`config.mk`:
```
export PLATFORM = sky130hd
export DESIGN_NAME = ssa_ctrl
export DESIGN_NICKNAME = d
export VERILOG_FILES = /design/src/ssa_pkg.sv /design/src/ssa_ctrl.sv
export SDC_FILE = /design/constraint.sdc
export NUM_CORES = 1
export LEC_CHECK = 0
export ABC_AREA = 0
export BUFFER_PORTS_ARGS = -buffer_cell sky130_fd_sc_hd__buf_4
export CORE_AREA = 2 2 39 41
export DETAILED_ROUTE_END_ITERATION = 16
export DIE_AREA = 0 0 41 43
export GPL_ROUTABILITY_DRIVEN = 0
export SYNTH_ARGS = -nofsm -noshare
export SYNTH_HDL_FRONTEND = slang
export SYNTH_SLANG_ARGS = --single-unit
```
`constraint.sdc`:
```
create_clock -name clk -period 2 [get_ports clk]
set_input_delay 0.1 -clock clk [delete_from_list [all_inputs] [get_ports clk]]
set_output_delay 0.1 -clock clk [all_outputs]
set_load 0.01 [all_outputs]
```
`src/ssa_pkg.sv`:
```
`timescale 1ns / 1ps

package ssa_pkg;

  // Id space and field widths
  localparam int MAX_IDS = 1024;
  localparam int ID_W    = 10;
  localparam int CNT_W   = 11;

  // Request codes
  localparam logic ACT_CREATE = 1'b0;
  localparam logic ACT_DELETE = 1'b1;

  // Result status codes
  localparam logic [1:0] ST_OK   = 2'd0;
  localparam logic [1:0] ST_FULL = 2'd1;
  localparam logic [1:0] ST_DEAD = 2'd2;

  typedef struct packed {
    logic            action;
    logic            serializable;
    logic [ID_W-1:0] entity_id;
  } req_t;

  typedef struct packed {
    logic [ID_W-1:0]  id_out;
    logic [1:0]       status;
    logic [CNT_W-1:0] live_count;
  } rsp_t;

  // Controller -> datapath
  typedef struct packed {
    logic load;      // latch request, launch first memory reads
    logic rd_cur;    // capture slot/last, read dense at the slot
    logic wr_pop;    // create from free-list head
    logic wr_fresh;  // create from never-used id
    logic wr_swap;   // move last dense entry into freed slot
    logic wr_link;   // push deleted id onto free list
    logic err_full;
    logic err_dead;
  } cmd_t;

  // Datapath -> controller
  typedef struct packed {
    logic full;
    logic pop;
    logic del_bad;
    logic alive;
  } sts_t;

endpackage

```
`src/ssa_ctrl.sv`:
```
`timescale 1ns / 1ps

module ssa_ctrl import ssa_pkg::*; (
  input  logic clk,
  input  logic rst,
  input  logic start,
  input  logic action,
  input  sts_t sts,
  output cmd_t cmd,
  output logic busy
);

  typedef enum logic [2:0] {
    S_IDLE,
    S_C_EXEC,
    S_D_CUR,
    S_D_CHK,
    S_D_LINK
  } state_t;

  state_t state, state_next;
  logic   busy_next;

  always_comb begin
    cmd        = '0;
    state_next = state;
    busy_next  = busy;
    case (state)
      S_IDLE: begin
        if (start) begin
          cmd.load   = 1'b1;
          busy_next  = 1'b1;
          state_next = (action == ACT_CREATE) ? S_C_EXEC : S_D_CUR;
        end
      end
      S_C_EXEC: begin
        if (sts.full) begin
          cmd.err_full = 1'b1;
        end else if (sts.pop) begin
          cmd.wr_pop = 1'b1;
        end else begin
          cmd.wr_fresh = 1'b1;
        end
        busy_next  = 1'b0;
        state_next = S_IDLE;
      end
      S_D_CUR: begin
        if (sts.del_bad) begin
          cmd.err_dead = 1'b1;
          busy_next    = 1'b0;
          state_next   = S_IDLE;
        end else begin
          cmd.rd_cur = 1'b1;
          state_next = S_D_CHK;
        end
      end
      S_D_CHK: begin
        if (!sts.alive) begin
          cmd.err_dead = 1'b1;
          busy_next    = 1'b0;
          state_next   = S_IDLE;
        end else begin
          cmd.wr_swap = 1'b1;
          state_next  = S_D_LINK;
        end
      end
      S_D_LINK: begin
        cmd.wr_link = 1'b1;
        busy_next   = 1'b0;
        state_next  = S_IDLE;
      end
      default: begin
        busy_next  = 1'b0;
        state_next = S_IDLE;
      end
    endcase
  end

  always_ff @(posedge clk) begin
    if (rst) begin
      state <= S_IDLE;
      busy  <= 1'b0;
    end else begin
      state <= state_next;
      busy  <= busy_next;
    end
  end

endmodule

```
==> impl_metrics.env, run 1 <==
export IMPL_core_region_area_mm2=0.00138
export IMPL_dp_hpwl_um=477
export IMPL_worstHoldStart="rst"
export IMPL_postRouteAntennaNets=0
export IMPL_die_h_um=43
export IMPL_drt_iter0_markers=7
export IMPL_synth_most_common_cell="dfxtp_1"
export IMPL_ys_warn_count=0
export IMPL_syn2layout_area_growth_pct=63.3
export IMPL_grt_pass1_vias=241
export IMPL_synthTopCellsByCount="dfxtp_1 (4), a21oi_1 (2), nor2b_1 (2), nor3b_1 (2), nor4b_1 (2)"
export IMPL_diodes=0
export IMPL_cts_setup_buffers=0
export IMPL_share_seq_of_total_power_pct=39.1
export IMPL_root_buffer="clkbuf_4"
export IMPL_final_core_util_pct=29.4
export IMPL_reg2reg_to="busy$_SDFFE_PP0P_"
export IMPL_io_buffer_count=16
export IMPL_synthArstFlopShare_pct=0
export IMPL_p_sw_share_pct=22.8
export IMPL_power_mw=0.233
export IMPL_max_cap_viol_count=0
export IMPL_crit_chain="nor2b_1 -> nor4b_1 -> buf_4"
export IMPL_ff2ff_setup_slack_ps=930
export IMPL_synthFlopType="dfxtp_1"
export IMPL_synth_seq_cells=4
export IMPL_wirelength_um=599
export IMPL_io_pin_count=17
export IMPL_finalNetCount=55
export IMPL_finClkSkew_ps=0.0465
export IMPL_p_leak_nw=0.195
export IMPL_placed_area_um2=384
export IMPL_cp_data_arrival_time_ps=1290
export IMPL_vdd_drop_max_uv=320
export IMPL_antenna_found_initial=0
export IMPL_synth_seq_area_share_pct=32.2
export IMPL_final_setup_viol_count=0
export IMPL_worstMarginPinSlew_ps=334
export IMPL_finalHoldViolCount=0
export IMPL_holdCritPathClass="primary input to flip-flop"
export IMPL_endpoint_kind="output pin"
export IMPL_synth_area_leaders="dfxtp_1 (32%), nor4b_1 (7.0%), nor3b_1 (6.0%)"
export IMPL_startpoint="state[0]$_SDFFE_PP0P_"
export IMPL_place_ws_ps=840
export IMPL_cts_tree="done"
export IMPL_first_pass_iters=2
export IMPL_cts_repair_resized=0
export IMPL_place_inst=58
export IMPL_whs_ps=46.0
export IMPL_drv_slew=0
export IMPL_clk_pin_slew_ps=40
export IMPL_status="finished, final reports clean"
export IMPL_h_tree_depth=1
export IMPL_cpPeakStageDelay_ps=410
export IMPL_period_share_pct=69.3
export IMPL_r2r_start="state[2]$_SDFFE_PP0P_"
export IMPL_power_density_mw_per_mm2=574
export IMPL_p_int_mw=0.180
export IMPL_timing_worst_setup_path_type="flip-flop to output pin"
export IMPL_start_util_pct=18.0
export IMPL_cp_max_fo=7
export IMPL_cts_sinks=4
export IMPL_fin_crit_ps=1390
export IMPL_synth_edf_count=0
export IMPL_layout_setup_ws_ps=613
export IMPL_via_per_inst=4.44
export IMPL_final_area_um2=407
export IMPL_synth_nets=35
export IMPL_fin_setup_tns_ps=0
export IMPL_netlist_area_leader_share_pct=32.2
export IMPL_drc=0
export IMPL_synth_avg_cell_area_um2=9.22
export IMPL_hold_depth=2
export IMPL_clkPwrFrac_pct=41.2
export IMPL_ctsLongestPathBuffers=2
export IMPL_rsz0062_at_grt="false"
export IMPL_stdcell_count=61
export IMPL_ys_types=20
export IMPL_grt_first_pass_wirelength_um=876
export IMPL_syn_cell_area_um2=249
export IMPL_grt_max_degree=13
export IMPL_worst_path_max_delay_cell="dfxtp_1"
export IMPL_worst_endpoint_required_ps=1900
export IMPL_layout_drive_gt1_share_pct=48.9
export IMPL_yosys_area_top_type="dfxtp_1"
export IMPL_wl_per_cell_um=9.82
export IMPL_rows=14
export IMPL_grt_use_total_pct=7.54
export IMPL_slew_headroom_pct=77.7
export IMPL_p_comb_share_pct=19.7
export IMPL_fmax_mhz=721
export IMPL_cts_buffers=3
export IMPL_clk_latency_ps=230
export IMPL_die_x_um=41
export IMPL_p_sw_mw=0.0532
export IMPL_r2r_cells=3
export IMPL_cts_hold_buf=0
export IMPL_startpoint_type="flip-flop"
export IMPL_crit_end="cmd[4]"
export IMPL_synth_cells=27
export IMPL_fp_dieArea_mm2=0.00176
export IMPL_gr_total_overflow=0
export IMPL_n_fill_cell=151
export IMPL_dr_total_vias=271
## final cells by class
class	count	area [um2]	share of cell area [%]
clock buffers	3	22.5	5.54
repair buffers	16	120	29.5
flip-flops and latches	4	80.1	19.7
multi-input cells	22	164	40.3
well taps	16	20.0	4.92
## cells by family (layout without fill, tap and decap cells)
family	Yosys count	in the layout	share of synthesized area, %
DFF	4	4	32.2
and+or+nand+nor	18	18	56.8
buffers and inverters	1	19	2.01
AOI/OAI and AO/OA	4	4	9.04
## metal layers
| layer | share of wire, % | track usage, % |
|---|---|---|
| met1 | 39 | 7.42 |
| met5 | 0 | 0 |
| met2 | 55 | 11.6 |
| met4 | 0 | 6.00 |
| met3 | 5.2 | 3.14 |
## power by group through the flow
stage	logic, mW	registers (mW)	clock network (mW)
2_1_floorplan	0.0235	0.0899	0
3_3_place_gp	0.0471	0.0922	0
3_5_place_dp	0.0469	0.0923	0
4_1_cts	0.0470	0.0911	0.102
5_1_grt	0.0505	0.0918	0.111
6_report	0.0461	0.0911	0.0961
## cells in the final DEF (no fill, tap or decap)
master and instances:
nand2b_1 1, clkbuf_4 3, nor2_1 1, nor2b_1 2
and4bb_2 1, nor3b_1 2, a21oi_1 2, o21ai_0 1
and3b_1 1, or3_4 1, dfxtp_1 4, nor4b_1 2
and4bb_1 1, buf_4 16, and3_1 1, nor3_2 1
a21o_1 1, nand2_1 1, nand3b_1 1, nor3_1 1
or3b_1 1
## sequential cells by signal, summed over array words and instances (netlist names)
name   cells
state      3
busy       1
## worst min-delay path by stage
stage | slack, ps | endpoint
2_1_floorplan | 170 | state[2]$_SDFFE_PP0P_
3_3_place_gp | 280 | state[2]$_SDFFE_PP0P_
3_5_place_dp | 280 | state[2]$_SDFFE_PP0P_
4_1_cts | 40 | state[2]$_SDFFE_PP0P_
5_1_grt | 40 | state[2]$_SDFFE_PP0P_
6_report | 50 | state[2]$_SDFFE_PP0P_
## worst max-delay path: cells and delay by family, from the launching register on
family,cells,cell delay (ps)
AND/OR/NAND/NOR,2,480
flip-flops,1,410
buffers and inverters,1,170
No activity file was read; power rests on OpenSTA's default activity.
==> run 2: changes to the inputs <==
- clock period: 2 -> 1.3 ns (I/O delays scaled with it)
==> impl_metrics.env, run 2 (synthesis gave the netlist of run 1 again) <==
export IMPL_cts_hold_buf=0
export IMPL_rsz0062_at_grt="false"
export IMPL_root_buffer="clkbuf_4"
export IMPL_holdCritPathClass="primary input to flip-flop"
export IMPL_finalHoldViolCount=0
export IMPL_final_core_util_pct=30.6
export IMPL_start_util_pct=18.0
export IMPL_endpoint_kind="output pin"
export IMPL_dr_total_vias=266
export IMPL_finClkSkew_ps=0.486
export IMPL_hold_depth=2
export IMPL_largest_register="state"
export IMPL_fp_dieArea_mm2=0.00176
export IMPL_share_seq_of_total_power_pct=39.1
export IMPL_p_int_mw=0.280
export IMPL_slew_headroom_pct=83.0
export IMPL_rows=14
export IMPL_diodes=0
export IMPL_p_comb_share_pct=20.3
export IMPL_io_pin_count=17
export IMPL_cts_tree="done"
export IMPL_layout_drive_gt1_share_pct=57.8
export IMPL_reg_top3="state: 3 flops, busy: 1 flops"
export IMPL_grt_first_pass_wirelength_um=848
export IMPL_power_density_mw_per_mm2=856
export IMPL_final_setup_viol_count=0
export IMPL_first_pass_iters=2
export IMPL_drv_slew=0
export IMPL_fmax_mhz=850
export IMPL_startpoint_type="flip-flop"
export IMPL_timing_worst_setup_path_type="flip-flop to output pin"
export IMPL_clk_latency_ps=230
export IMPL_cts_setup_buffers=0
export IMPL_max_cap_viol_count=0
export IMPL_wl_per_cell_um=9.93
export IMPL_grt_max_degree=13
export IMPL_clkPwrFrac_pct=40.6
export IMPL_io_buffer_count=16
export IMPL_p_leak_nw=0.198
export IMPL_die_h_um=43
export IMPL_syn2layout_area_growth_pct=69.8
export IMPL_core_region_area_mm2=0.00138
export IMPL_dp_hpwl_um=477
export IMPL_postRouteAntennaNets=0
export IMPL_final_cell_mix="buf_4 (16), clkbuf_4 (3)"
export IMPL_largest_reg_flops=3
export IMPL_layout_commonest_cell="buf_4"
export IMPL_status="finished, final reports clean"
export IMPL_antenna_found_initial=0
export IMPL_worst_endpoint_required_ps=1240
export IMPL_fin_crit_ps=1180
export IMPL_r2r_cells=3
export IMPL_die_x_um=41
export IMPL_h_tree_depth=1
export IMPL_finalNetCount=55
export IMPL_worstMarginPinSlew_ps=251
export IMPL_wirelength_um=606
export IMPL_gr_total_overflow=0
export IMPL_via_per_inst=4.36
export IMPL_cp_data_arrival_time_ps=1110
export IMPL_p_sw_mw=0.0819
export IMPL_clk_pin_slew_ps=40
export IMPL_ctsLongestPathBuffers=2
export IMPL_p_sw_share_pct=22.6
export IMPL_grt_use_total_pct=7.34
export IMPL_vdd_drop_max_uv=362
export IMPL_fin_setup_tns_ps=0
export IMPL_period_share_pct=90.5
export IMPL_drt_iter0_markers=1
export IMPL_drc=0
export IMPL_cp_max_fo=7
export IMPL_cts_buffers=3
export IMPL_grt_pass1_vias=240
export IMPL_ff2ff_setup_slack_ps=200
export IMPL_cts_sinks=4
export IMPL_n_fill_cell=151
run 2: critical path, stage by stage, from the launching register on:
cell and delay, ps:
dfxtp_1 460, nor2b_4 70, and4bb_2 220, buf_4 140
run 2: final timing paths:
path | from | to
setup reg to reg | state[2]$_SDFFE_PP0P_ | busy$_SDFFE_PP0P_
hold / removal | rst | state[2]$_SDFFE_PP0P_
setup / recovery | state[2]$_SDFFE_PP0P_ | cmd[5]
hold reg to reg | state[0]$_SDFFE_PP0P_ | state[0]$_SDFFE_PP0P_
run 2: cell type report:
| class | count | area (um2) | area share [%] |
|---|---|---|---|
| tap | 16 | 20.0 | 4.73 |
| timing repair buffer | 16 | 120 | 28.4 |
| clock buffer | 3 | 22.5 | 5.33 |
| multi-input combinational | 22 | 178 | 42.0 |
| sequential | 4 | 82.6 | 19.5 |
run 2: what timing repair did:
action,in CTS,in global routing
gates resized for setup,2,3
endpoints found under the setup margin,2,2
pin swaps,0,0
run 2: per-layer routing:
layer  share of wire, %  up-vias  routed length [um]  track usage [%]
li1                   -      139                   -                -
met1                 40      122                 245             6.77
met2                 55        5                 333             11.6
met3                4.3        0                  26             3.14
met4                  0        0                   0             6.00
met5                  0        -                   0                0
run 2: through the flow:
step | power (mW) | setup WS, ps | hold WS (ps) | instance area (um2) | std cells
4_1_cts | 0.371 | 19.5 | 1.89 | 410 | 61
6_report | 0.362 | 124 | 11.7 | 423 | 61
3_5_place_dp | 0.214 | 175 | 248 | 384 | 58
3_3_place_gp | 0.214 | 205 | 248 | 384 | 58
2_1_floorplan | 0.174 | 216 | 137 | 249 | 27
5_1_grt | 0.392 | 45.5 | 8.62 | 423 | 61
run 2: power by group through the flow:
| stage | combinational, mW | clock (mW) | sequential, mW |
|---|---|---|---|
| floorplan | 0.0361 | 0 | 0.138 |
| global placement | 0.0725 | 0 | 0.142 |
| detailed placement | 0.0721 | 0 | 0.142 |
| CTS | 0.0727 | 0.158 | 0.141 |
| global route | 0.0805 | 0.169 | 0.142 |
| finish | 0.0735 | 0.147 | 0.141 |
